### config.mk
export PLATFORM = sky130hd
export DESIGN_NAME = wetm_queue
export DESIGN_NICKNAME = d
export VERILOG_FILES = /design/src/rtl/wildcard_exclude_table_match_defines.svh /design/src/rtl/wetm_pkg.sv /design/src/rtl/wetm_queue.sv
export SDC_FILE = /design/constraint.sdc
export NUM_CORES = 1
export LEC_CHECK = 0
export BUFFER_PORTS_ARGS = -buffer_cell sky130_fd_sc_hd__buf_2
export CAP_MARGIN = 10
export CORE_ASPECT_RATIO = 1.25
export CORE_MARGIN = 3
export CORE_UTILIZATION = 42
export CTS_CLUSTER_SIZE = 12
export DETAILED_ROUTE_END_ITERATION = 16
export MAX_ROUTING_LAYER = met4
export PLACE_DENSITY_LB_ADDON = 0.12
export SYNTH_ARGS = -nofsm -noshare
export SYNTH_HDL_FRONTEND = slang
export SYNTH_SLANG_ARGS = --single-unit
### constraint.sdc
create_clock -name clk_i -period 1.5 [get_ports clk_i]
set_clock_uncertainty 0.2 [all_clocks]
set_input_delay 0.3 -clock clk_i [delete_from_list [all_inputs] [get_ports clk_i]]
set_output_delay 0.3 -clock clk_i [all_outputs]
set_load 0.03 [all_outputs]
### src/rtl/wildcard_exclude_table_match_defines.svh
// Assertion macros for the wildcard exclude table
`ifndef WILDCARD_EXCLUDE_TABLE_MATCH_DEFINES_SVH
`define WILDCARD_EXCLUDE_TABLE_MATCH_DEFINES_SVH
`ifndef SYNTHESIS
`define WETM_ASSERT(label, clk, rst_n, prop, msg) \
  label: assert property (@(posedge clk) disable iff (!rst_n) (prop)) else $error(msg);
`define WETM_ASSERT_NEXT(label, clk, rst_n, ante, cons, msg) \
  label: assert property (@(posedge clk) disable iff (!rst_n) (ante) |=> (cons)) else $error(msg);
`else
`define WETM_ASSERT(label, clk, rst_n, prop, msg)
`define WETM_ASSERT_NEXT(label, clk, rst_n, ante, cons, msg)
`endif
`endif

### src/rtl/wetm_pkg.sv
`default_nettype none
package wetm_pkg;
  localparam int unsigned MaxPatterns = 16;
  localparam int unsigned PatLen = 32;
  localparam int unsigned NameLen = 64;
  localparam int unsigned SlotW = (MaxPatterns > 1) ? $clog2(MaxPatterns) : 1;
  localparam int unsigned CntW = $clog2(MaxPatterns + 1);
  localparam int unsigned PposW = $clog2(PatLen);
  localparam int unsigned PlenW = $clog2(PatLen + 1);
  localparam int unsigned NposW = $clog2(NameLen);
  localparam int unsigned NlenW = $clog2(NameLen + 1);
  localparam int unsigned PatDepth = MaxPatterns * PatLen;
  localparam int unsigned PatAw = $clog2(PatDepth);
  localparam int unsigned QDepth = 2;

  localparam logic [7:0] ChAny = 8'h3f;
  localparam logic [7:0] ChStar = 8'h2a;

  localparam logic [1:0] StOk = 2'd0;
  localparam logic [1:0] StFull = 2'd1;
  localparam logic [1:0] StPatLong = 2'd2;
  localparam logic [1:0] StNameLong = 2'd3;

  typedef struct packed {
    logic             do_match;
    logic [1:0]       status;
    logic [NlenW-1:0] name_len;
    logic [CntW-1:0]  pat_cnt;
  } job_t;
endpackage
`default_nettype wire

### src/rtl/wetm_queue.sv
`default_nettype none
module wetm_queue import wetm_pkg::*; (
  input  wire logic clk_i,
  input  wire logic rst_ni,
  input  wire logic push_i,
  input  job_t      data_i,
  input  wire logic pop_i,
  output logic      valid_o,
  output logic      full_o,
  output job_t      data_o
);
  job_t       mem_q [QDepth];
  logic       wp_q, rp_q;
  logic [1:0] n_q;

  assign valid_o = n_q != '0;
  assign full_o = n_q == 2'(QDepth);
  assign data_o = mem_q[rp_q];

  always_ff @(posedge clk_i or negedge rst_ni) begin
    if (!rst_ni) begin
      wp_q <= 1'b0;
      rp_q <= 1'b0;
      n_q <= '0;
    end else begin
      if (push_i) begin
        mem_q[wp_q] <= data_i;
        wp_q <= ~wp_q;
      end
      if (pop_i) rp_q <= ~rp_q;
      n_q <= n_q + 2'(push_i) - 2'(pop_i);
    end
  end
endmodule
`default_nettype wire

==> impl_results.md <==
- Final Hold Viols: 0
- Largest net degree at the start of global routing: 16
- Avg WL per Cell: about 12 um
- Synthesized area: 1340 um^2
- Synth area leader: edfxtp_1
- Antenna violations before repair: 0
- TritonCTS Buffers: 5
- Syn nets: slightly above 80
- Worst min-delay path category: in -> async
- DR vias: about 740
- Worst vdd rail ir drop: 0.00101 V
- Setup crit start kind: register
- Core area: 3000 um^2
- Failing checks: setup timing
- Clk slew on worst S/H paths: approximately 0.090 ns
- Remaining antenna violation count: 0
- Top FF cell, synth: edfxtp_1
- Max H-tree Level: 2
- Synth top area cells: edfxtp_1 67%, mux2_4 10%, dfrtp_1 7.5%
- Final worst-path cycle share: 122%
- Syn_area_per_cell: 21.6 um^2
- RSZ-0062 raised after global routing: yes
- Synth Instances: 62
- DIE HEIGHT: 69.1 um
- Initial DRT Pass Iterations: 2
- Antenna Cells: 0
- Req. time, crit path: 1.00 ns
- Netlist cell types: 14
- Seq/Total Area, Yosys: between 70 and 80%
- Setup WS post-layout: -0.335 ns
- RR Endpoint: n_q[1]
- CP endpoint kind: output pin
- Placed cell count: about 140
- Tot Pwr: between 0.003 and 0.004 W
- Max-capacitance violation count: 0
- Seq cells post-synth: 34
- Max Slew Vio Count: 0
- First-pass GRT wire length: 3480 um
- CP Class: reg -> out
- Clock Path Buffers: 2
- Worst-Skew Late Latency: 0.32 ns
- R2R setup slack: roughly 0.040 ns
- RR Startpoint: n_q[0]
- Final Critical Period: between 1.5 and 2 ns
- Final Non-Filler Cells: 163
- Gr usage total: between 10% and 20%
- Leakage power: 0.828 nW
- Fin Setup TNS: -5.18 ns
- Pwr dens: between 1500 and 2000 nW/um^2
- Outcome: complete, but fails checks
- Routed wire length: about 2000 um
- CP arrival: 1.34 ns
- Detailed Place HPWL: 1290 um
- Worst Reg2Reg Path Length in Cells: 6
- FP Rows: 22
- Hold_ws: 0.153 ns
- GPL Wtd Cong: 0.600
- Most frequent cells after synthesis: 30 x edfxtp_1, 9 x mux2_4, 6 x mux2_2
- IO buf count: 35
- Area Overhead vs Synth: 48.1%
- Via density: 4.55
- Post-synth ARST share: 11.8%
- Final setup violation count: 17
- Synth warn: 0
- I/O pin count: 36
- Vias in the first global route: 751
- Slew @ Worst Pin: 0.205 ns
- TritonCTS clock tree: done
- Nets: approximately 150
- Peak Freq: approximately 540 MHz
- EDFF count, synth: 30
- Multi-input combinational cell area: 344 um^2
- DRC: 0
- Slew Limit Headroom: 86.3%
- Root Buffer: clkbuf_4
- Fillers: 225
- Clk sink count: 34
- Flip-flop and latch area: about 1000 um^2
- Layout cells sized above 1: 52.8%
- Most frequent cell after synthesis: edfxtp_1
- CP max FO: 8
- Die W: 56.5 um
- Synth top area share: 67.4%
- Die ar.: between 3000 and 4000 um^2
- Initial Util: 44.5%
- Total gr overflow: 0
- Initial DRC Count: 7
-- flip-flops by register name, indices dropped and copies added (netlist names) --
| register | cells |
|---|---|
| rp_q | 1 |
| mem_q | 30 |
| wp_q | 1 |
| n_q | 2 |
-- routing by layer --
metal	vias up	track usage [%]	wire [um]
li1	369	-	-
met1	340	13.8	826
met2	28	19.0	1040
met3	4	6.74	140
met4	0	4.75	27
met5	-	-	0
-- worst max-delay path, cell delays in order, from the launching register on --
cell and delay (ns):
dfrtp_1 0.39, buf_6 0.17, mux2_4 0.32, buf_6 0.14
-- cells by family after synthesis --
kind of cell / after synthesis / synth area share (%)
muxes: 15 / 15.2
DFF: 34 / 74.9
xor gates and xnor gates: 3 / 3.09
buffers and inverters: 4 / 2.90
and+or+nand+nor: 4 / 2.06
adders and majority gates: 2 / 1.87
-- worst max-delay path by stage --
stage          start    endpoint  slack, ns  depth (start not counted)
2_1_floorplan   rp_q  data_o[10]       0.03                          3
3_3_place_gp    rp_q  data_o[10]      -0.02                          3
3_5_place_dp    rp_q   data_o[3]      -0.04                          3
4_1_cts         rp_q  data_o[11]      -0.37                          3
5_1_grt         rp_q   data_o[1]      -0.43                          3
6_report        rp_q  data_o[14]      -0.34                          3
-- cell usage in the layout, fill, tap and decap left out, drive strengths merged --
cell type	n
and3	1
and3b	1
buf	41
clkbuf	8
dfrtp	4
dlygate4sd3	18
edfxtp	30
ha	2
inv	2
mux2	15
nor2b	1
or2	1
xor2	2
xor3	1
-- area by class of cell --
cell class | count | share of cell area (%)
clock buffer | 8 | 2.47
inverter | 2 | 0.506
multi-input combinational | 24 | 17.4
sequential | 34 | 50.6
tap | 36 | 2.28
timing repair buffer | 59 | 26.8
-- power by group --
group / internal, W / switching (W) / leakage, nW / total, W
Combinational: 0.000844 / 0.000733 / 0.479 / 0.00158
Clock: 0.000187 / 0.000262 / 0.0265 / 0.000448
Sequential: 0.00119 / 0.0000629 / 0.322 / 0.00125
-- what timing repair did --
| action | CTS | global route |
|---|---|---|
| gates cloned | 0 | 0 |
| setup buffers | 1 | 0 |
| hold buffers | 18 | 0 |
| gates resized for setup | 43 | 8 |
| endpoints found under the setup margin | 17 | 18 |
| endpoints found under the hold margin | 36 | 0 |
-- stage by stage --
stage	area (um^2)	worst slack [ns]	utilization, %
2_1_floorplan	1340	0.0335	-
3_3_place_gp	1580	-0.0213	52.5
3_5_place_dp	1580	-0.0387	52.5
4_1_cts	1950	-0.374	65.0
5_1_grt	1980	-0.435	66.0
6_report	1980	-0.335	66.0
No activity file was read; power rests on OpenSTA's default activity.
