$ cat config.mk
export PLATFORM = sky130hd
export DESIGN_NAME = wetm_ram
export DESIGN_NICKNAME = d
export VERILOG_FILES = /design/src/rtl/wildcard_exclude_table_match_defines.svh /design/src/rtl/wetm_ram.sv
export SDC_FILE = /design/constraint.sdc
export NUM_CORES = 1
export LEC_CHECK = 0
export BUFFER_PORTS_ARGS = -buffer_cell sky130_fd_sc_hd__buf_2
export CAP_MARGIN = 10
export CELL_PAD_IN_SITES_DETAIL_PLACEMENT = 2
export CELL_PAD_IN_SITES_GLOBAL_PLACEMENT = 2
export CORE_MARGIN = 2
export CORE_UTILIZATION = 50
export DETAILED_ROUTE_END_ITERATION = 10
export PLACE_DENSITY_LB_ADDON = 0.1
export SLEW_MARGIN = 30
export SYNTH_ARGS = -nofsm -noshare
export SYNTH_HDL_FRONTEND = slang
export SYNTH_SLANG_ARGS = --single-unit
$ cat constraint.sdc
create_clock -name clk_i -period 2.71 [get_ports clk_i]
set_clock_uncertainty 0.2 [all_clocks]
set_input_delay 0.542 -clock clk_i [delete_from_list [all_inputs] [get_ports clk_i]]
set_output_delay 0.542 -clock clk_i [all_outputs]
set_load 0.01 [all_outputs]
$ cat src/rtl/wildcard_exclude_table_match_defines.svh
// Assertion macros for the wildcard exclude table
`ifndef WILDCARD_EXCLUDE_TABLE_MATCH_DEFINES_SVH
`define WILDCARD_EXCLUDE_TABLE_MATCH_DEFINES_SVH
`ifndef SYNTHESIS
`define WETM_ASSERT(label, clk, rst_n, prop, msg) \
  label: assert property (@(posedge clk) disable iff (!rst_n) (prop)) else $error(msg);
`define WETM_ASSERT_NEXT(label, clk, rst_n, ante, cons, msg) \
  label: assert property (@(posedge clk) disable iff (!rst_n) (ante) |=> (cons)) else $error(msg);
`else
`define WETM_ASSERT(label, clk, rst_n, prop, msg)
`define WETM_ASSERT_NEXT(label, clk, rst_n, ante, cons, msg)
`endif
`endif

$ cat src/rtl/wetm_ram.sv
`default_nettype none
module wetm_ram #(
  parameter int unsigned Width = 8,
  parameter int unsigned Depth = 64
) (
  input  wire logic                     clk_i,
  input  wire logic                     we_i,
  input  wire logic [$clog2(Depth)-1:0] waddr_i,
  input  wire logic [Width-1:0]         wdata_i,
  input  wire logic [$clog2(Depth)-1:0] raddr_i,
  output logic      [Width-1:0]         rdata_o
);
  logic [Width-1:0] mem_q [Depth];

  always_ff @(posedge clk_i) begin
    if (we_i) begin
      mem_q[waddr_i] <= wdata_i;
    end
    rdata_o <= mem_q[raddr_i];
  end
endmodule
`default_nettype wire

==> results of run 1 <==
worst max-delay path by stage:
stage,startpoint,to,cells after the start
4_1_cts,mem_q[20][6]$_DFFE_PP_,rdata_o[6]$_DFF_P_,5
3_3_place_gp,raddr_i[0],rdata_o[6]$_DFF_P_,7
2_1_floorplan,raddr_i[1],rdata_o[3]$_DFF_P_,7
3_5_place_dp,raddr_i[0],rdata_o[4]$_DFF_P_,9
5_1_grt,raddr_i[0],rdata_o[7]$_DFF_P_,9
6_report,mem_q[25][4]$_DFFE_PP_,rdata_o[4]$_DFF_P_,5
state kept, by name, indices dropped and copies added (netlist names):
name	cells
mem_q	512
rdata_o	8
metrics by stage:
stage / setup WS [ns] / instance area (um^2) / power, mW
final: 0.1353 / 23670 / 17.46
after global routing: 0.1544 / 23670 / 17.81
after CTS: 0.2037 / 23670 / 17.55
after detailed placement: -0.3662 / 21980 / 10.11
after global placement: -0.2537 / 21980 / 10.03
after floorplan: 0.3003 / 20170 / 9.567
report_power, final:
group / switching [mW] / leakage, nW / internal (mW)
clock: 3.27 / 0.824 / 4.21
sequential: 0.0384 / 4.67 / 8.90
combinational: 0.646 / 2.24 / 0.393
worst register-to-register path: stages (launching register included):
cell and delay (ns):
edfxtp_1 0.41, mux4_2 0.48, mux2_2 0.29, o221a_2 0.31
nor3_2 0.49, o32ai_1 0.25
cells in the final DEF (no fill, tap or decap), types with 3 or more instances in the layout:
cell / instances
edfxtp_1: 512
buf_4: 142
mux4_2: 126
nor2_1: 83
clkbuf_16: 53
buf_2: 26
mux2i_1: 23
nand2_1: 19
clkbuf_1: 18
nor2b_1: 14
mux2_2: 13
nand3_1: 13
buf_12: 13
o221ai_1: 8
o22ai_1: 8
clkinv_2: 8
clkinv_1: 8
dfxtp_1: 8
nand2b_1: 7
nor3_1: 6
a221oi_1: 6
bufinv_16: 6
a211oi_1: 4
nand3b_1: 3
a21oi_1: 3
a22oi_1: 3
o2111ai_1: 3
o2bb2ai_1: 3
layout make-up:
cell class | instances | area [um^2] | area share
multi-input combinational | 369 | 4320 | 0.1825
sequential | 520 | 15530 | 0.6562
clock inverter | 26 | 284.0 | 0.01200
timing repair buffer | 182 | 1470 | 0.06210
clock buffer | 72 | 1408 | 0.05946
tap | 525 | 656.9 | 0.02775
routing by layer:
layer	vias up	global-route usage
met2	648	0.5565
met3	106	0.06045
li1	4302	-
met1	6041	0.4564
met4	0	0.1113
met5	-	0
cells by family (layout without fill, tap and decap cells):
kind of cell	count (synthesis)	after routing	synth area share
compound gates	54	54	0.02072
flops	520	520	0.7703
buf+inv	51	280	0.01570
simple gates	153	153	0.03387
mux	162	162	0.1594
what timing repair did:
| action | in CTS | in global routing |
|---|---|---|
| endpoints found under the setup margin | 1 | 0 |
| hold buffers | 0 | 0 |
| gates resized for setup | 1 | 0 |
==> impl_metrics.tcl, run 1 <==
set metrics [dict create \
    htree_levels 2 \
    start_util 0.5076 \
    worstPathCellList "mux4_2 > mux2_2 > o221a_2 > nor3_2 > o32ai_1" \
    hold_viol 0 \
    synth_top_cell_by_area "edfxtp_1" \
    holdPathEnd "rdata_o[2]$_DFF_P_" \
    netlist_instances 940 \
    crit_fanout 1 \
    die-area_um2 41960 \
    wl_met2_mm 33.81 \
    final_util 0.5958 \
    layout.nets 1148 \
    grt_max_degree 65 \
    post-cts-setup-buffers 0 \
    die_h_um 204.8 \
    grt_usage 0.3365 \
    hold_start "raddr_i[5]" \
    drt-met1-wl_mm 26.30 \
    synth_cell_types 40 \
    reg2reg_from "mem_q[25][4]$_DFFE_PP_" \
    fin_setup_tns_ns 0 \
    grt_overflow_total 0 \
    worstPathRequired_ns 2.96 \
    viasPerCell 6.551 \
    clock_latency_ns 0.62 \
    grt_pass1_vias 12010 \
    ant_nets 0 \
    std_cell_rows 73 \
    critical_path_class "flip-flop to flip-flop" \
    r2r_cells 5 \
    avgSynthCellArea_um2 21.45 \
    setup_viol 0 \
    cpPeakStageDelay_ns 0.49 \
    tritoncts "built" \
    r2r_setup_slack_ns 0.14 \
    path_clk_slew_ns 0.07 \
    core-area_um2 39730 \
    slew_headroom 0.3945 \
    syn_area_um2 20170 \
    crit_slowest_cell "nor3_2" \
    fin_crit_sh 0.9501 \
    synth.most_common_cell "edfxtp_1" \
    p_leak_nw 7.733 \
    worst_pin_slew_ns 0.9083 \
    ios 30 \
    status "complete, no violations" \
    worstSetupEndpointType "flip-flop" \
    power_density_nw_per_um2 737.6 \
    drt-pass1-iter-count 5 \
    fill_cells 3186 \
    layout-drive-gt1-share 0.3388 \
    synth-seq-cells 520 \
    drv_slew 0 \
    rsz0062_at_grt "no" \
    yosys_warnings 0 \
    ys_seq_area_frac 0.7703 \
    drv_cap 0 \
    drc 0 \
    period_minus_slack_ns 2.575 \
    diodes 0 \
    hold-path-cell-count 3 \
    met3_length_mm 5.442 \
    post_synth_most_frequent_cells "edfxtp_1 (512), mux4_2 (126), nor2_1 (83)" \
    grt_pass1_wl_mm 95.90 \
    place_congestion 0.7946 \
    clock-sinks 520 \
    chipWidth_um 204.8 \
    cts_made_buffers 53 \
    startpoint_type "flip-flop" \
    antenna_found_initial 1 \
    synth-async-reset-ratio 0 \
    ys.flop_type "edfxtp_1" \
    clock.fmax_mhz 388.4 \
    area.growth.synth_to_final_pct 17.39 \
    routedWlPerCell_um 39.88 \
    synth_nets 962 \
    place_hpwl_mm 41.20 \
    r2r-end "rdata_o[4]$_DFF_P_" \
    ys_top_cells_by_area "edfxtp_1 (76%), mux4_2 (14%), nor2_1 (1.5%), mux2i_1 (1.1%), dfxtp_1 (0.79%)" \
    synth_top_area_share 0.7624 \
    root_buffer "clkbuf_16" \
    drtIter0Drc 1263 \
    irDropWorstVdd_mv 0.5882 \
    wirelength_mm 67.55 \
    holdWs_ns 0.2802 \
    crit_arrival_ns 2.82 \
    numPortBuffers 29 \
    top_layer "met4" \
    holdCritPathClass "input port to flip-flop" \
    cts.path.max_buffers 3 \
    dp_cells 1596 \
    stdcell_count 1694 \
    cp_top_family "multiplexers" \
    route.vias.total 11100 \
    synth-edff-count 512 \
    crit_buf_inv 0 \
]
Note: power is estimated with default switching activity, not from simulation.
==> run 2: changes to the inputs <==
--- a/config.mk
+++ b/config.mk
@@ -11,6 +11,7 @@
 export CELL_PAD_IN_SITES_GLOBAL_PLACEMENT = 2
 export CORE_MARGIN = 2
 export CORE_UTILIZATION = 50
+export CTS_BUF_LIST = sky130_fd_sc_hd__clkbuf_16
 export DETAILED_ROUTE_END_ITERATION = 10
 export PLACE_DENSITY_LB_ADDON = 0.1
 export SLEW_MARGIN = 30
==> constraint.sdc (replaced) <==
create_clock -name clk_i -period 2.8 [get_ports clk_i]
set_clock_uncertainty 0.2 [all_clocks]
set_input_delay 0.56 -clock clk_i [delete_from_list [all_inputs] [get_ports clk_i]]
set_output_delay 0.56 -clock clk_i [all_outputs]
set_load 0.01 [all_outputs]
==> run 2 against run 1 <==
Net effect: sequential share of layout area down 0.093 points; combinational power shrank 4%; via count down 0.15%; total power down 2.0%; critical path type is now input port to flip-flop; design area is 0.14% higher; final cell count about the same; count of clock-buffer cells in the layout shrank 17; wire length shrank 0.78%; worst hold slack worse by 0.017 ns.
==> impl_metrics.tcl, run 2 (synthesis results as in run 1) <==
set metrics [dict create \
    clock_latency_ns 0.65 \
    irDropWorstVdd_mv 0.6072 \
    crit_arrival_ns 2.85 \
    htree_levels 2 \
    startpoint_type "input port" \
    largest_register "mem_q" \
    chipWidth_um 204.8 \
    cts_made_buffers 53 \
    crit_fanout 19 \
    worst_pin_slew_ns 0.9785 \
    hold-path-cell-count 1 \
    ant_nets 0 \
    post_cts_resized 0 \
    status "complete, no violations" \
    routedWlPerCell_um 39.59 \
    antenna_found_initial 4 \
    setup_viol 0 \
    holdCritPathClass "input port to flip-flop" \
    p_leak_nw 7.781 \
    drtIter0Drc 1349 \
    finalInstanceArea_um2 23710 \
    path_clk_slew_ns 0.07 \
    slew_headroom 0.3477 \
    grt_max_degree 65 \
    grt_pass1_wl_mm 94.83 \
    route.vias.total 11080 \
    grt_pass1_vias 12060 \
    largest_reg_flops 512 \
    mostFrequentLayoutCell "edfxtp_1" \
    tritoncts "built" \
    die_h_um 204.8 \
    place_hpwl_mm 39.51 \
    reg2reg_from "mem_q[21][6]$_DFFE_PP_" \
    layout-drive-gt1-share 0.3396 \
    viasPerCell 6.545 \
    drv_cap 0 \
    numPortBuffers 29 \
    clock-sinks 520 \
    start_util 0.5076 \
    critical_path_class "input port to flip-flop" \
    drt-pass1-iter-count 5 \
    hold_viol 0 \
    grt_usage 0.3324 \
    drc 0 \
    fin_crit_sh 0.9113 \
    cts.path.max_buffers 3 \
    rsz0062_at_grt "no" \
    r2r-end "rdata_o[6]$_DFF_P_" \
    core-area_um2 39730 \
    largestRegisters "mem_q x512, rdata_o x8" \
    place_congestion 0.8104 \
    power_density_nw_per_um2 721.6 \
    area.growth.synth_to_final_pct 17.56 \
    hold_start "wdata_i[7]" \
    worstPathRequired_ns 3.10 \
    grt_overflow_total 0 \
    cts_hold_buffers 0 \
    layout_common_cells "edfxtp_1 (512), buf_4 (137), mux4_2 (126), nor2_1 (83), clkbuf_16 (55)" \
    drv_slew 0 \
    std_cell_rows 73 \
    layout.nets 1143 \
    ios 30 \
    r2r_cells 5 \
    dpl-instance-area_um2 21940 \
    clock.fmax_mhz 391.9 \
    root_buffer "clkbuf_16" \
    wirelength_mm 67.03 \
    r2r_setup_slack_ns 0.27 \
    holdPathEnd "mem_q[51][7]$_DFFE_PP_" \
    totalPowerFinal_mw 17.11 \
    die-area_um2 41960 \
    worstSetupEndpointType "flip-flop" \
    period_minus_slack_ns 2.552 \
    post-cts-setup-buffers 0 \
]
==> run 2: per-layer routing <==
| layer | track usage | routed length (um) |
|---|---|---|
| met3 | 0.05616 | 4526 |
| met2 | 0.5480 | 33510 |
| met4 | 0.1320 | 2709 |
| met1 | 0.4452 | 26250 |
| met5 | 0 | 28 |
==> run 2: worst max path at each step <==
stage | from | end | slack, ns | cells after the start
4_1_cts | mem_q[43][2]$_DFFE_PP_ | rdata_o[2]$_DFF_P_ | 0.25 | 5
3_5_place_dp | raddr_i[1] | rdata_o[6]$_DFF_P_ | -0.32 | 8
6_report | raddr_i[3] | rdata_o[2]$_DFF_P_ | 0.25 | 7
3_3_place_gp | raddr_i[0] | rdata_o[6]$_DFF_P_ | -0.17 | 7
5_1_grt | mem_q[43][2]$_DFFE_PP_ | rdata_o[2]$_DFF_P_ | 0.21 | 5
2_1_floorplan | raddr_i[1] | rdata_o[3]$_DFF_P_ | 0.37 | 7
==> run 2: final cells by class <==
cell class | count | area (um^2)
multi-input cells | 369 | 4315
clock inverters | 45 | 386.6
clock buffers | 55 | 1376
well taps | 525 | 656.9
repair buffers | 177 | 1433
flip-flops and latches | 520 | 15530
diodes | 2 | 5.005
fillers | 3189 | 16020
==> run 2: power by group <==
part	internal (mW)	switching (mW)
clock	4.20	3.26
sequential	8.61	0.0383
combinational	0.377	0.619
==> run 2: per-stage QoR <==
stage / worst slack (ns) / cells / util / hold slack [ns] / TNS, ns
final: 0.2484 / 1693 / 0.5967 / 0.2634 / 0
after global routing: 0.2146 / 1692 / 0.5966 / 0.2596 / 0
after CTS: 0.2483 / 1691 / 0.5966 / 0.2271 / 0
after detailed placement: -0.3244 / 1591 / 0.5522 / 0.7021 / -0.8959
after global placement: -0.1727 / 1591 / 0.5522 / 0.6560 / -0.3102
after floorplan: 0.3723 / 940 / - / 0.4589 / 0
==> run 2: worst max-delay path: stages <==
cell and delay [ns]:
buf_2 0.56, buf_12 0.25, mux4_2 0.35, mux2i_1 0.27, o2111ai_1 0.45, nand2_1 0.29
o2bb2ai_1 0.09
