$ cat config.mk
export PLATFORM = sky130hd
export DESIGN_NAME = wetm_back
export DESIGN_NICKNAME = d
export VERILOG_FILES = /design/src/rtl/wetm_pkg.sv /design/src/rtl/wetm_back.sv
export VERILOG_INCLUDE_DIRS = /design/src /design/src/rtl
export SDC_FILE = /design/constraint.sdc
export NUM_CORES = 1
export LEC_CHECK = 0
export ABC_AREA = 1
export ABC_CLOCK_PERIOD_IN_PS = 4800
export BUFFER_PORTS_ARGS = -buffer_cell sky130_fd_sc_hd__buf_2
export CAP_MARGIN = 20
export CORE_UTILIZATION = 62
export CTS_BUF_LIST = sky130_fd_sc_hd__clkbuf_2 sky130_fd_sc_hd__clkbuf_4 sky130_fd_sc_hd__clkbuf_8
export DETAILED_ROUTE_END_ITERATION = 12
export PLACE_DENSITY = 0.82
export SYNTH_ARGS = -nofsm -noshare
export SYNTH_HDL_FRONTEND = slang
export SYNTH_SLANG_ARGS = --single-unit
$ cat constraint.sdc
create_clock -name clk_i -period 4.8 [get_ports clk_i]
set_clock_uncertainty 0.2 [all_clocks]
set_input_delay 0.48 -clock clk_i [delete_from_list [all_inputs] [get_ports clk_i]]
set_output_delay 0.48 -clock clk_i [all_outputs]
set_load 0.005 [all_outputs]
$ cat src/rtl/wildcard_exclude_table_match_defines.svh
// Assertion macros for the wildcard exclude table
`ifndef WILDCARD_EXCLUDE_TABLE_MATCH_DEFINES_SVH
`define WILDCARD_EXCLUDE_TABLE_MATCH_DEFINES_SVH
`ifndef SYNTHESIS
`define WETM_ASSERT(label, clk, rst_n, prop, msg) \
  label: assert property (@(posedge clk) disable iff (!rst_n) (prop)) else $error(msg);
`define WETM_ASSERT_NEXT(label, clk, rst_n, ante, cons, msg) \
  label: assert property (@(posedge clk) disable iff (!rst_n) (ante) |=> (cons)) else $error(msg);
`else
`define WETM_ASSERT(label, clk, rst_n, prop, msg)
`define WETM_ASSERT_NEXT(label, clk, rst_n, ante, cons, msg)
`endif
`endif

$ cat src/rtl/wetm_pkg.sv
`default_nettype none
package wetm_pkg;
  localparam int unsigned MaxPatterns = 16;
  localparam int unsigned PatLen = 32;
  localparam int unsigned NameLen = 64;
  localparam int unsigned SlotW = (MaxPatterns > 1) ? $clog2(MaxPatterns) : 1;
  localparam int unsigned CntW = $clog2(MaxPatterns + 1);
  localparam int unsigned PposW = $clog2(PatLen);
  localparam int unsigned PlenW = $clog2(PatLen + 1);
  localparam int unsigned NposW = $clog2(NameLen);
  localparam int unsigned NlenW = $clog2(NameLen + 1);
  localparam int unsigned PatDepth = MaxPatterns * PatLen;
  localparam int unsigned PatAw = $clog2(PatDepth);
  localparam int unsigned QDepth = 2;

  localparam logic [7:0] ChAny = 8'h3f;
  localparam logic [7:0] ChStar = 8'h2a;

  localparam logic [1:0] StOk = 2'd0;
  localparam logic [1:0] StFull = 2'd1;
  localparam logic [1:0] StPatLong = 2'd2;
  localparam logic [1:0] StNameLong = 2'd3;

  typedef struct packed {
    logic             do_match;
    logic [1:0]       status;
    logic [NlenW-1:0] name_len;
    logic [CntW-1:0]  pat_cnt;
  } job_t;
endpackage
`default_nettype wire

$ cat src/rtl/wetm_back.sv
`default_nettype none
`include "wildcard_exclude_table_match_defines.svh"
module wetm_back import wetm_pkg::*; (
  input  wire logic             clk_i,
  input  wire logic             rst_ni,
  input  wire logic             job_valid_i,
  input  job_t                  job_i,
  output logic                  job_pop_o,
  output logic                  busy_o,
  input  wire logic             len_we_i,
  input  wire logic [SlotW-1:0] len_slot_i,
  input  wire logic [PlenW-1:0] len_val_i,
  output logic [PatAw-1:0]      pat_raddr_o,
  input  wire logic [7:0]       pat_rdata_i,
  output logic [NposW-1:0]      name_raddr_o,
  input  wire logic [7:0]       name_rdata_i,
  output logic                  done_o,
  output logic                  excluded_o,
  output logic [1:0]            status_o
);
  typedef enum logic [1:0] {S_IDLE, S_FETCH, S_CMP} state_e;

  state_e           st_q;
  logic [PlenW-1:0] plen_q [MaxPatterns];
  logic [CntW-1:0]  slot_q, cnt_q;
  logic [NlenW-1:0] nlen_q, ni_q, sn_q;
  logic [PlenW-1:0] pi_q, sp_q, plen_cur;
  logic             hs_q;
  logic [PlenW-1:0] pi_n;
  logic [NlenW-1:0] ni_n;

  assign plen_cur = plen_q[slot_q[SlotW-1:0]];
  assign busy_o = (st_q != S_IDLE);
  assign job_pop_o = (st_q == S_IDLE) && job_valid_i;
  assign pat_raddr_o = PatAw'(slot_q[SlotW-1:0] * PatLen) + PatAw'(pi_n[PposW-1:0]);
  assign name_raddr_o = ni_n[NposW-1:0];

  logic pin, nin, is_star, hit;
  always_comb begin
    pin = pi_q < plen_cur;
    nin = ni_q < nlen_q;
    is_star = pin && pat_rdata_i == ChStar;
    hit = pin && (pat_rdata_i == ChAny || pat_rdata_i == name_rdata_i);
    pi_n = pi_q;
    ni_n = ni_q;
    if (st_q == S_CMP) begin
      if (nin) begin
        if (is_star) begin
          pi_n = pi_q + PlenW'(1);
        end else if (hit) begin
          pi_n = pi_q + PlenW'(1);
          ni_n = ni_q + NlenW'(1);
        end else if (hs_q) begin
          pi_n = sp_q + PlenW'(1);
          ni_n = sn_q + NlenW'(1);
        end
      end else if (is_star) begin
        pi_n = pi_q + PlenW'(1);
      end
    end else begin
      pi_n = '0;
      ni_n = '0;
    end
  end

  always_ff @(posedge clk_i or negedge rst_ni) begin
    if (!rst_ni) begin
      st_q <= S_IDLE;
      done_o <= 1'b0;
      excluded_o <= 1'b0;
      status_o <= StOk;
      for (int i = 0; i < MaxPatterns; i++) plen_q[i] <= '0;
    end else begin
      done_o <= 1'b0;
      if (len_we_i) plen_q[len_slot_i] <= len_val_i;
      unique case (st_q)
        S_IDLE: begin
          if (job_valid_i) begin
            excluded_o <= 1'b0;
            status_o <= job_i.status;
            nlen_q <= job_i.name_len;
            cnt_q <= job_i.pat_cnt;
            slot_q <= '0;
            if (!job_i.do_match || job_i.pat_cnt == '0) begin
              done_o <= 1'b1;
            end else begin
              st_q <= S_FETCH;
            end
          end
        end
        S_FETCH: begin
          pi_q <= '0;
          ni_q <= '0;
          hs_q <= 1'b0;
          st_q <= S_CMP;
        end
        S_CMP: begin
          pi_q <= pi_n;
          ni_q <= ni_n;
          if (nin && is_star) begin
            hs_q <= 1'b1;
            sp_q <= pi_q;
            sn_q <= ni_q;
          end else if (nin && !hit && hs_q) begin
            sn_q <= sn_q + NlenW'(1);
          end
          if ((nin && !is_star && !hit && !hs_q) || (!nin && !is_star)) begin
            if (!nin && pi_q == plen_cur) begin
              excluded_o <= 1'b1;
              done_o <= 1'b1;
              st_q <= S_IDLE;
            end else if (slot_q + CntW'(1) >= cnt_q) begin
              done_o <= 1'b1;
              st_q <= S_IDLE;
            end else begin
              slot_q <= slot_q + CntW'(1);
              st_q <= S_FETCH;
            end
          end
        end
        default: st_q <= S_IDLE;
      endcase
    end
  end

  `WETM_ASSERT_NEXT(a_pop_idle, clk_i, rst_ni, job_pop_o, busy_o || done_o, "pop not served")
  `WETM_ASSERT(a_exc_ok, clk_i, rst_ni, !(done_o && excluded_o) || status_o == StOk, "bad status")
  `WETM_ASSERT(a_slot, clk_i, rst_ni, !busy_o || slot_q < cnt_q, "slot out of range")
endmodule
`default_nettype wire

==> flow_metrics.py <==
metrics = {
    "floorplan": {
        "rows": 40,
        "die_w_um": 115,
        "ios": 66,
        "die_h_um": 115,
        "start_util_pct": 64.7,
        "coreArea_mm2": 0.0123,
        "die_area_mm2": 0.0133,
    },
    "cts": {
        "cts-root-buf": "clkbuf_8",
        "htree_levels": 4,
        "clk_latency_ns": 0.47,
        "cts_tree": "yes",
        "cts_max_path_buffers": 2,
        "cts_buffers": 17,
        "cts_setup_buffers": 0,
        "clock-sinks": 146,
        "clkTransAtPathRegs_ns": 0.08,
    },
    "critical_path": {
        "worstRegToRegCells": 16,
        "path_cells": "inv_1, o21ai_0, o22ai_1, o2111ai_1, nand2_1, inv_1, ha_1, nand2_1, nor2_1, o21ai_1, nand2_2, inv_2, nand2_2, nand2_2, inv_2, nand2_1, a21oi_1, buf_2",
        "startpoint_type": "flip-flop",
        "slowest_stage": "edfxtp_1",
        "rr_endpoint": "slot_q[3]",
        "reg2reg_slack_ns": 1.04,
        "critPathKind": "reg -> out",
        "crit_required_ns": 4.12,
        "max_stage_delay_ns": 0.54,
        "endpoint_kind": "output pin",
        "critical_path_arrival_ns": 3.78,
        "regToRegStartpoint": "slot_q[1]",
        "cp_max_fo": 15,
    },
    "synthesis": {
        "yosys_warnings": 0,
        "postSynthAreaPerCell_um2": 8.10,
        "synth_top_cell_by_area": "dfrtp_1",
        "synth_edf_count": 44,
        "synth_top_area_share_pct": 32.2,
        "synth-seq-cells": 146,
        "ys_async_sr_fraction_pct": 69.9,
        "ys.flop_type": "dfrtp_1",
        "yosysMostFrequentCell": "nand2_1",
        "synthTopCellsByArea": "dfrtp_1 32%, edfxtp_1 17%, nand2_1 12%, o21ai_0 8.6%, inv_1 4.6%",
        "ys_seq_area_share_pct": 48.8,
        "synth_commonest_cells": "247 x nand2_1, 137 x o21ai_0, 102 x dfrtp_1",
        "synth_cell_type_count": 42,
        "syn_inst": 980,
        "syn_nets": 1052,
        "mappedNetlistArea_mm2": 0.00794,
    },
    "global_route": {
        "grt_pass1_wl_um": 30700,
        "grt_max_degree": 55,
        "grt-ovfl-total": 0,
        "antenna_found_initial": 0,
        "first_global_vias": 6230,
        "grt.total_usage_pct": 30.5,
    },
    "drt": {
        "finalWirelength_um": 18800,
        "viasPerCell": 5.65,
        "antenna_left": 0,
        "vias": 6854,
        "drc_errors": 0,
        "wl_per_cell_um": 15.5,
        "drtIter0Drc": 697,
        "dr.pass1.iters": 5,
    },
    "outcome": {
        "outcome": "finished, final reports clean",
    },
    "finish": {
        "syn2layout_area_growth_pct": 11.8,
        "final.fill_count": 964,
        "diodes": 0,
        "fin_util_pct": 72.4,
        "drive_above_1_share_pct": 12.1,
        "nets": 1104,
        "postLayoutCellArea_mm2": 0.00888,
    },
    "power_and_ir_drop": {
        "p_total_mw": 4.33,
        "vdd_drop_max_v": 0.000301,
        "pwr_density_cell_mw_per_mm2": 487,
        "p_leak_nw": 4.22,
    },
    "placement": {
        "dpl.hpwl_um": 13000,
        "port_buffers": 65,
        "placed_area_mm2": 0.00828,
        "place_congestion": 0.917,
    },
    "sta": {
        "finalHoldViolations": 0,
        "slew_violations": 0,
        "relSlewSlack_pct": 35.7,
        "rsz0062_at_grt": "false",
        "final.min_clock_period_ns": 4.46,
        "fin_setup_tns_ns": 0,
        "setup_viol": 0,
        "tightestPinTransition_ns": 0.961,
        "clock.fmax_ghz": 0.224,
        "fin_crit_sh_pct": 92.8,
        "whs_ns": 0.0155,
    },
    "hold_path": {
        "hold_depth": 3,
        "hold_end": "status_o[0]",
        "hp-class": "in -> reg",
        "min_from": "job_i[12]",
    },
    "run": {
        "maxCapViolations": 0,
    },
}
==> report_power, final <==
part | switching, mW | total, mW | internal (mW)
combinational | 0.931 | 1.44 | 0.507
sequential | 0.205 | 1.79 | 1.58
clock | 0.468 | 1.10 | 0.632
==> area by class of cell <==
class | count | area (µm²) | share of cell area, %
tap | 168 | 210 | 2.37
timing repair buffer | 85 | 510 | 5.75
inverter | 102 | 383 | 4.31
clock buffer | 24 | 305 | 3.44
sequential | 146 | 3870 | 43.6
multi-input combinational | 680 | 3440 | 38.8
clock inverter | 8 | 149 | 1.68
==> stage by stage <==
step | worst slack, ns | instances
after global placement | 0.799 | 1167
after CTS | 0.146 | 1212
after floorplan | 1.40 | 980
after global routing | 0.00566 | 1213
after detailed placement | 0.659 | 1167
final | 0.344 | 1213
==> worst max-delay path: cells and delay by family (launching register included) <==
family / cells / cell delay (ns)
flip-flops: 1 / 0.54
AO/OA/AOI/OAI: 5 / 0.86
AND/OR/NAND/NOR: 7 / 0.92
adder cells (fa/ha/maj): 1 / 0.29
buffers and inverters: 5 / 0.70
==> cell usage in the layout, fill, tap and decap left out, types with 3 or more instances in the layout <==
cell and n:
xor2_1 12, o211ai_1 5, xnor2_1 7, ha_1 27, bufinv_16 4, nand2_2 5
inv_2 3, inv_1 98, o22ai_1 3, nand2_1 247, o21ai_1 5, dlygate4sd3_1 13
nand3_1 46, a31o_2 3, nand4_1 11, clkbuf_4 5, nor2_4 3, dfrtp_1 102
o221ai_1 3, edfxtp_1 44, nor2_1 72, o2111ai_1 6, o21ai_0 137, a21oi_1 62
clkbuf_8 20, nor3_1 8, buf_4 7, buf_2 64
==> worst max path at each step <==
| stage | slack (ns) | end | startpoint | cells after the start |
|---|---|---|---|---|
| finish | 0.34 | pat_raddr_o[1] | slot_q[1] | 18 |
| global route | 0.006 | pat_raddr_o[2] | slot_q[0] | 18 |
| floorplan | 1.40 | sn_q[0] | slot_q[0] | 17 |
| CTS | 0.15 | pat_raddr_o[4] | slot_q[2] | 18 |
| global placement | 0.80 | pat_raddr_o[4] | slot_q[2] | 18 |
| detailed placement | 0.66 | pat_raddr_o[4] | slot_q[2] | 18 |
==> registers in the layout, indices dropped and copies added, names as in the netlist <==
| signal | count |
|---|---|
| done_o | 1 |
| sp_q | 6 |
| status_o | 2 |
| plen_q | 96 |
| excluded_o | 1 |
| ni_q | 7 |
| slot_q | 5 |
| st_q | 2 |
| sn_q | 7 |
| hs_q | 1 |
| nlen_q | 7 |
| cnt_q | 5 |
| pi_q | 6 |
==> logic make-up (layout without fill, tap and decap cells) <==
| family | count (synthesis) | count (layout) | synth area share, % |
|---|---|---|---|
| AND/OR/NAND/NOR | 402 | 402 | 21.1 |
| AO/OA/AOI/OAI | 232 | 232 | 15.8 |
| buffers and inverters | 154 | 219 | 7.88 |
| flip-flops | 146 | 146 | 48.8 |
| adder cells (fa/ha/maj) | 27 | 27 | 4.26 |
| XOR/XNOR | 19 | 19 | 2.10 |
==> routing by layer <==
metal  part of all wire [%]  global-route usage [%]  routed length [µm]
met1                     46                    46.0                8720
met2                     44                    45.0                8290
met3                    7.7                    4.80                1440
met4                    1.9                    10.6                 350
met5                      0                       0                   0
==> what timing repair did <==
item,4_1_cts,5_1_grt
endpoints found under the hold margin,29,0
hold buffers,13,0
gates resized for setup,0,2
setup endpoints to repair,0,11
Note: power is estimated with default switching activity, not from simulation.
