**src/rtl/wildcard_exclude_table_match_defines.svh**
```systemverilog
// Assertion macros for the wildcard exclude table
`ifndef WILDCARD_EXCLUDE_TABLE_MATCH_DEFINES_SVH
`define WILDCARD_EXCLUDE_TABLE_MATCH_DEFINES_SVH
`ifndef SYNTHESIS
`define WETM_ASSERT(label, clk, rst_n, prop, msg) \
  label: assert property (@(posedge clk) disable iff (!rst_n) (prop)) else $error(msg);
`define WETM_ASSERT_NEXT(label, clk, rst_n, ante, cons, msg) \
  label: assert property (@(posedge clk) disable iff (!rst_n) (ante) |=> (cons)) else $error(msg);
`else
`define WETM_ASSERT(label, clk, rst_n, prop, msg)
`define WETM_ASSERT_NEXT(label, clk, rst_n, ante, cons, msg)
`endif
`endif

```
**src/rtl/wetm_pkg.sv**
```systemverilog
`default_nettype none
package wetm_pkg;
  localparam int unsigned MaxPatterns = 16;
  localparam int unsigned PatLen = 32;
  localparam int unsigned NameLen = 64;
  localparam int unsigned SlotW = (MaxPatterns > 1) ? $clog2(MaxPatterns) : 1;
  localparam int unsigned CntW = $clog2(MaxPatterns + 1);
  localparam int unsigned PposW = $clog2(PatLen);
  localparam int unsigned PlenW = $clog2(PatLen + 1);
  localparam int unsigned NposW = $clog2(NameLen);
  localparam int unsigned NlenW = $clog2(NameLen + 1);
  localparam int unsigned PatDepth = MaxPatterns * PatLen;
  localparam int unsigned PatAw = $clog2(PatDepth);
  localparam int unsigned QDepth = 2;

  localparam logic [7:0] ChAny = 8'h3f;
  localparam logic [7:0] ChStar = 8'h2a;

  localparam logic [1:0] StOk = 2'd0;
  localparam logic [1:0] StFull = 2'd1;
  localparam logic [1:0] StPatLong = 2'd2;
  localparam logic [1:0] StNameLong = 2'd3;

  typedef struct packed {
    logic             do_match;
    logic [1:0]       status;
    logic [NlenW-1:0] name_len;
    logic [CntW-1:0]  pat_cnt;
  } job_t;
endpackage
`default_nettype wire

```
**src/rtl/wetm_front.sv**
```systemverilog
`default_nettype none
module wetm_front import wetm_pkg::*; (
  input  wire logic             clk_i,
  input  wire logic             rst_ni,
  input  wire logic             take_i,
  input  wire logic             op_i,
  input  wire logic [7:0]       character_i,
  input  wire logic             last_i,
  input  wire logic             name_lock_i,
  output logic                  pat_we_o,
  output logic [PatAw-1:0]      pat_waddr_o,
  output logic                  len_we_o,
  output logic [SlotW-1:0]      len_slot_o,
  output logic [PlenW-1:0]      len_val_o,
  output logic                  name_we_o,
  output logic [NposW-1:0]      name_waddr_o,
  output logic                  job_push_o,
  output job_t                  job_o
);
  logic [CntW-1:0]  cnt_q, cnt_d;
  logic [PlenW-1:0] lpos_q, lpos_d;
  logic [1:0]       lovf_q, lovf_d;
  logic [NlenW-1:0] nlen_q, nlen_d;
  logic             novf_q, novf_d;
  logic [1:0]       ovf_now;
  logic             nfull;

  always_comb begin
    cnt_d = cnt_q;
    lpos_d = lpos_q;
    lovf_d = lovf_q;
    nlen_d = nlen_q;
    novf_d = novf_q;
    pat_we_o = 1'b0;
    len_we_o = 1'b0;
    name_we_o = 1'b0;
    job_push_o = 1'b0;
    job_o = '0;
    ovf_now = lovf_q;
    nfull = (nlen_q >= NlenW'(NameLen));
    if (cnt_q >= CntW'(MaxPatterns)) begin
      ovf_now = StFull;
    end else if (lovf_q == StOk && lpos_q >= PlenW'(PatLen)) begin
      ovf_now = StPatLong;
    end
    if (take_i && !op_i) begin
      lovf_d = ovf_now;
      if (ovf_now == StOk) begin
        pat_we_o = 1'b1;
        lpos_d = lpos_q + PlenW'(1);
      end
      if (last_i) begin
        job_push_o = 1'b1;
        job_o.status = ovf_now;
        if (ovf_now == StOk) begin
          len_we_o = 1'b1;
          cnt_d = cnt_q + CntW'(1);
        end
        lpos_d = '0;
        lovf_d = StOk;
      end
    end
    if (take_i && op_i) begin
      if (nfull) begin
        novf_d = 1'b1;
      end else begin
        name_we_o = 1'b1;
        nlen_d = nlen_q + NlenW'(1);
      end
      if (last_i) begin
        job_push_o = 1'b1;
        job_o.do_match = !(nfull || novf_q);
        job_o.status = (nfull || novf_q) ? StNameLong : StOk;
        job_o.name_len = nfull ? nlen_q : nlen_q + NlenW'(1);
        job_o.pat_cnt = cnt_q;
        nlen_d = '0;
        novf_d = 1'b0;
      end
    end
  end

  assign pat_waddr_o = PatAw'(cnt_q[SlotW-1:0] * PatLen) + PatAw'(lpos_q[PposW-1:0]);
  assign len_slot_o = cnt_q[SlotW-1:0];
  assign len_val_o = lpos_d == '0 ? lpos_q + PlenW'(pat_we_o) : lpos_q;
  assign name_waddr_o = nlen_q[NposW-1:0];

  always_ff @(posedge clk_i or negedge rst_ni) begin
    if (!rst_ni) begin
      cnt_q <= '0;
      lpos_q <= '0;
      lovf_q <= StOk;
      nlen_q <= '0;
      novf_q <= 1'b0;
    end else begin
      cnt_q <= cnt_d;
      lpos_q <= lpos_d;
      lovf_q <= lovf_d;
      if (!name_lock_i || !(take_i && op_i)) begin
        nlen_q <= nlen_d;
        novf_q <= novf_d;
      end
    end
  end
endmodule
`default_nettype wire

```
**config.mk**
```make
export PLATFORM = sky130hd
export DESIGN_NAME = wetm_front
export DESIGN_NICKNAME = d
export VERILOG_FILES = /design/src/rtl/wildcard_exclude_table_match_defines.svh /design/src/rtl/wetm_pkg.sv /design/src/rtl/wetm_front.sv
export SDC_FILE = /design/constraint.sdc
export NUM_CORES = 1
export LEC_CHECK = 0
export BUFFER_PORTS_ARGS = -buffer_cell sky130_fd_sc_hd__buf_2
export CORE_MARGIN = 10
export CORE_UTILIZATION = 54
export CTS_CLUSTER_DIAMETER = 60
export DETAILED_ROUTE_END_ITERATION = 7
export PLACE_DENSITY = 0.95
export SLEW_MARGIN = 25
export SYNTH_ARGS = -nofsm -noshare
export SYNTH_HDL_FRONTEND = slang
export SYNTH_SLANG_ARGS = --single-unit
```
**constraint.sdc**
```tcl
create_clock -name clk_i -period 4.9 [get_ports clk_i]
set_input_delay 0.98 -clock clk_i [delete_from_list [all_inputs] [get_ports clk_i]]
set_output_delay 0.98 -clock clk_i [all_outputs]
set_load 0.05 [all_outputs]
```
==> results of run 1 <==
[area by class of cell]
| type | instances | share of cell area [%] |
|---|---|---|
| Timing Repair Buffer | 49 | 13.8 |
| Tap cell | 33 | 2.33 |
| Clock buffer | 4 | 1.48 |
| Sequential cell | 21 | 29.6 |
| Inverter | 10 | 2.11 |
| Multi-Input combinational cell | 138 | 50.7 |
[state kept, by name (all words and copies together), names as in the netlist]
| register | count |
|---|---|
| lovf_q | 2 |
| nlen_q | 7 |
| lpos_q | 6 |
| cnt_q | 5 |
| novf_q | 1 |
[worst reg2reg max path: cells and delay by family (launching register included)]
kind,cells,cell delay [ns]
simple gates,3,1.18
flops,1,0.46
xor+xnor,1,0.15
[metrics by stage]
stage          instances  power (uW)
2_1_floorplan        199         873
3_5_place_dp         251         914
5_1_grt              255        1060
6_report             255         991
4_1_cts              255         997
3_3_place_gp         251         904
[logic make-up (layout without fill, tap and decap cells)]
| kind of cell | count (synthesis) | after routing | synth area share, % |
|---|---|---|---|
| buffers and inverters | 40 | 63 | 13.9 |
| multiplexers | 4 | 4 | 3.02 |
| AO/OA/AOI/OAI | 36 | 36 | 14.5 |
| XOR/XNOR | 13 | 13 | 6.88 |
| adder cells (fa/ha/maj) | 8 | 8 | 6.05 |
| flip-flops | 21 | 21 | 31.7 |
| AND/OR/NAND/NOR | 77 | 77 | 23.9 |
[worst paths after layout]
| check | from | endpoint | slack [ns] | cells past startpoint |
|---|---|---|---|---|
| setup / recovery | op_i | len_val_o[0] | 1.03 | 8 |
| hold / removal | lovf_q[1]$_DFFE_PN0P_ | lovf_q[1]$_DFFE_PN0P_ | 0.53 | 2 |
| setup reg to reg | lpos_q[5]$_DFF_PN0_ | cnt_q[3]$_DFFE_PN0P_ | 3.01 | 4 |
| hold reg to reg | lovf_q[1]$_DFFE_PN0P_ | lovf_q[1]$_DFFE_PN0P_ | 0.53 | 2 |
| max in group asynchronous | rst_ni | cnt_q[4]$_DFFE_PN0P_ | 3.97 | 1 |
| min in group asynchronous | rst_ni | lpos_q[0]$_DFF_PN0_ | 0.61 | 1 |
[metal layers]
layer | wire, um | vias up | global-route usage, %
li1 | - | 707 | -
met1 | 1650 | 675 | 16.6
met2 | 1740 | 44 | 20.8
met3 | 257 | 4 | 4.04
met4 | 32 | 0 | 3.09
met5 | 0 | - | 0
[power breakdown]
part,switching [uW],internal [uW],leakage [uW]
registers,74.0,214,0.000264
clock network,51.9,31.8,0.0000150
logic,448,172,0.000625
total,573,418,0.000903
[layout by cell type (no fill, tap or decap), types with 2 or more instances in the layout]
cell type and count:
buf_2 49, nor2_1 27, dfrtp_1 21, nand2_1 14, a21oi_1 11, inv_1 10, nor3_1 9, xnor2_1 8
o21ai_0 8, ha_1 8, and2_1 6, xor2_1 5, nand3_1 3, o22ai_1 3, clkbuf_4 3, nand2b_1 2
or4_4 2, and3_1 2, a31oi_1 2, nand4b_1 2, mux2i_1 2, or4_1 2, mux2_4 2, o31ai_1 2
==> metrics.txt, run 1 <==
status finished clean; crit path launch type input pin; worst min path class reg2reg; Final Hold Fails 0; hpwl dp 2830 um; most frequent cell after synthesis nor2_1; root buffer cell clkbuf_4; Post-CTS Setup Inserts 0; DP Worst Slack 1.05 ns; fin worst setup slack 1.03 ns; GR Overflow Total 0; Setup crit end kind output port; Post-Syn Instances 199; FF+latch area 526 um^2; vias in the first global route 1339; post-layout util 59.1%; Post-synth EDFFs 0; Crit path max-delay family simple AND/OR/NAND/NOR gates; die area 0.00568 mm^2; ANT cells 0; number of I/O pins 58; post-synth top area share 31.7%; vias per inst 5.61; DRT iter0 DRCs 57; Final period util 78.9%; H-tree levels 1; Placer Congestion 0.884; GRT Total Usage 13.0%; Bufs on Longest Clock Path 2; Syn Nets 221; Layout Nets 245; Pwr Density 558 mW/mm^2; Clock Pin Slew Worst Setup and Hold Paths 0.11 ns; largest net degree at the start of global routing 22; Leakage 0.000903 uW; # rows 20; unrepaired setup endpoints after global routing false; Final Skew 0.00261 ns; peak supply drop 284 uV; Worst path slowest cell or4_4; initial antenna violation count 0; clk sinks 21; cell taking the most area after synthesis dfrtp_1; Synth area leaders dfrtp_1 32%, buf_4 8.6%, nor2_1 6.1%, ha_1 6.0%, xnor2_1 4.2%; max_cap viols 0; fraction of registers with async set/reset 100%; FF+latch count, synth 21; post_cts resized 0; first-pass GRT wire length 5990 um; Setup TNS 0 ns; CP Cell Sequence buf_2, nand2b_1, or4_4, nor3_1, a311o_2, a21oi_4, mux2_4, buf_2; Max Clock Freq 259 MHz; chip width 75.4 um; sequential-to-total area share from yosys stat 31.7%; Slew HR 63.7%; CP required 3.92 ns; Unique masters post-synth 45; Multi-input gate area 900 um^2; Antenna Nets Post-Route 0; Worst Path Buf+Inv 2; starting density of the core 55.1%; synth-to-layout area growth 7.26%; hold_buf cts 0; core area 0.00300 mm^2; CP max stage delay 0.55 ns; top_reg_cell synth dfrtp_1; Period minus WS final 3.87 ns; Finished Cell Area 0.00178 mm^2; DP Area 0.00175 mm^2; worst slew pin tran 0.545 ns; mean routed wirelength per cell 14.5 um; warnings from Yosys 0; PortBufs 49; worst hold slack 0.532 ns; count of filler cells inserted in the layout 281; synthesized area per cell 8.32 um^2; CTS tree yes; WL final 3690 um; CTS buffer count 3; proportion of layout cells with a drive suffix above 1 27.9%; WS Path Type in2out; Remaining DRCs 0; via count 1430; CP max FO 7; Post-Syn Area 0.00166 mm^2; worst-skew pair later-pin latency 0.31 ns; Most common cell on crit path buf_2; Critical Path AT 2.89 ns; Setup violations, final 0; drt pass-1 iters 4; Synth top cells by count 27 x nor2_1, 21 x dfrtp_1, 19 x buf_4; Max Slew Vio Count 0; Die H 75.4 um
(Power assumes the default switching activity.)
==> run 2: changes to the inputs <==
- ABC_AREA: default -> 1
- CORE_UTILIZATION: 54 -> 45
- PLACE_DENSITY: 0.95 -> 0.87
- clock period: 4.9 -> 3.2 ns (I/O delays scaled with it)
==> metrics.txt, run 2 <==
status finished clean; Slew HR 69.4%; Layout Nets 265; post-layout util 52.5%; DP Worst Slack 0.459 ns; GRT Total Usage 11.7%; via count 1394; DRT iter0 DRCs 140; Worst Path Buf+Inv 1; Setup crit end kind output port; worst reg2reg path depth 4; chip width 80.0 um; top_reg_cell synth dfrtp_1; CP max stage delay 0.44 ns; # rows 21; CTS buffer count 3; synth-to-layout area growth 10.6%; Max Slew Vio Count 0; Clock Pin Slew Worst Setup and Hold Paths 0.13 ns; count of filler cells inserted in the layout 336; fraction of registers with async set/reset 100%; Synth area leaders dfrtp_1 32%, nand2_1 9.3%, buf_4 8.8%, inv_1 6.3%, ha_1 6.2%; most common cell after layout, fill and taps aside buf_2; fin worst setup slack 0.309 ns; R2R Path End nlen_q[5]$_DFFE_PN0P_; initial antenna violation count 0; mean routed wirelength per cell 12.9 um; CP Cell Sequence nor2_4, nand3_4, nor2_4, ha_1, ha_1, nand2_1, xor2_1, nand3_1, nand2_1, buf_2; Synth top cells by count 40 x nand2_1, 27 x inv_1, 21 x dfrtp_1; starting density of the core 47.5%; hold_buf cts 0; CTS tree yes; CP max FO 6; Post-synth EDFFs 0; worst hold slack 0.253 ns; Multi-input gate area 821 um^2; Top Registers nlen_q: 7 flops, lpos_q: 6 flops, cnt_q: 5 flops; Critical Path Source lovf_q[0]$_DFFE_PN0P_; Reg2Reg Launch Point nlen_q[6]$_DFFE_PN0P_; largest register by flop count nlen_q; CP Depth 10; WL final 3710 um; FF+latch count, synth 21; Post-Syn Instances 212; Die H 80.0 um; CP required 2.56 ns; Leakage 0.00102 uW; most frequent cell after synthesis nand2_1; vias per inst 4.84; GR Overflow Total 0; number of I/O pins 58; Post-CTS Setup Inserts 0; Final Hold Fails 0; worst slew pin tran 0.459 ns; WS Path Type reg2out; max_cap viols 0; post-synth top area share 32.4%; Critical Path End len_val_o[4]; sequential-to-total area share from yosys stat 32.4%; Pwr Density 332 mW/mm^2; hpwl dp 2990 um; Final period util 90.3%; Syn Nets 234; Period minus WS final 2.89 ns; core area 0.00342 mm^2; max reg flops 7; crit path launch type flop; first-pass GRT wire length 6230 um; die area 0.00640 mm^2; most frequent cells in the layout 49 x buf_2, 40 x nand2_1, 27 x inv_1, 20 x dfrtp_1, 19 x nor2_1; PortBufs 49; post_cts resized 0; Final Skew 0.00598 ns; synthesized area per cell 7.65 um^2; total power draw 597 uW; Worst R2R Setup Slack 1.73 ns; Max Clock Freq 346 MHz; clk sinks 21; proportion of layout cells with a drive suffix above 1 30.6%; worst min path class in2async; largest net degree at the start of global routing 22; vias in the first global route 1376; Antenna Nets Post-Route 0; Crit path max-delay family simple AND/OR/NAND/NOR gates; Remaining DRCs 0; Worst path slowest cell dfrtp_1; Placer Congestion 0.831; H-tree levels 1; peak supply drop 176 uV; Post-Syn Area 0.00162 mm^2; Bufs on Longest Clock Path 2; Critical Path AT 2.25 ns; cell taking the most area after synthesis dfrtp_1; Setup violations, final 0; FF+latch area 527 um^2; ANT cells 0; worst-skew pair later-pin latency 0.31 ns; Unique masters post-synth 31; Setup TNS 0 ns; drt pass-1 iters 4; unrepaired setup endpoints after global routing false; root buffer cell clkbuf_4; warnings from Yosys 0
-- run 2: layer usage --
| metal | vias up | routed length, um | track usage (%) |
|---|---|---|---|
| li1 | 712 | - | - |
| met4 | 0 | 67 | 4.40 |
| met1 | 637 | 1580 | 13.6 |
| met2 | 37 | 1860 | 20.2 |
| met5 | - | 0 | 0 |
| met3 | 8 | 206 | 2.70 |
-- run 2: metrics by stage --
stage / cell area, um^2 / cells
6_report: 1790 / 288
5_1_grt: 1790 / 288
3_3_place_gp: 1770 / 284
3_5_place_dp: 1770 / 284
4_1_cts: 1790 / 288
2_1_floorplan: 1620 / 212
-- run 2: cell type report --
cell class              instances  share of cell area (%)
multi-input cells             137                    45.7
flip-flops and latches         21                    29.4
repair buffers                 49                    13.7
inverters                      31                    6.49
well taps                      46                    3.21
clock buffers                   3                    1.26
clock inverters                 1                   0.279
-- run 2: logic make-up after synthesis --
group | after synthesis | synth area share [%]
simple gates | 96 | 29.9
buf+inv | 54 | 17.0
compound gates | 21 | 8.03
flops | 21 | 32.4
xor+xnor | 12 | 6.48
fa+ha+maj | 8 | 6.17
-- run 2: how the worst min path moves through the flow --
stage / end / start / cells after the start / slack, ns
global route: lovf_q[1]$_DFFE_PN0P_ / rst_ni / 1 / 0.28
finish: cnt_q[0]$_DFFE_PN0P_ / rst_ni / 1 / 0.25
detailed placement: cnt_q[3]$_DFFE_PN0P_ / cnt_q[3]$_DFFE_PN0P_ / 1 / 0.54
CTS: cnt_q[0]$_DFFE_PN0P_ / rst_ni / 1 / 0.27
floorplan: cnt_q[0]$_DFFE_PN0P_ / rst_ni / 0 / 0.34
global placement: cnt_q[3]$_DFFE_PN0P_ / cnt_q[3]$_DFFE_PN0P_ / 1 / 0.54
-- run 2: power breakdown --
group	internal [uW]	switching, uW
sequential	280	17.1
combinational	37.9	127
clock	46.7	87.1
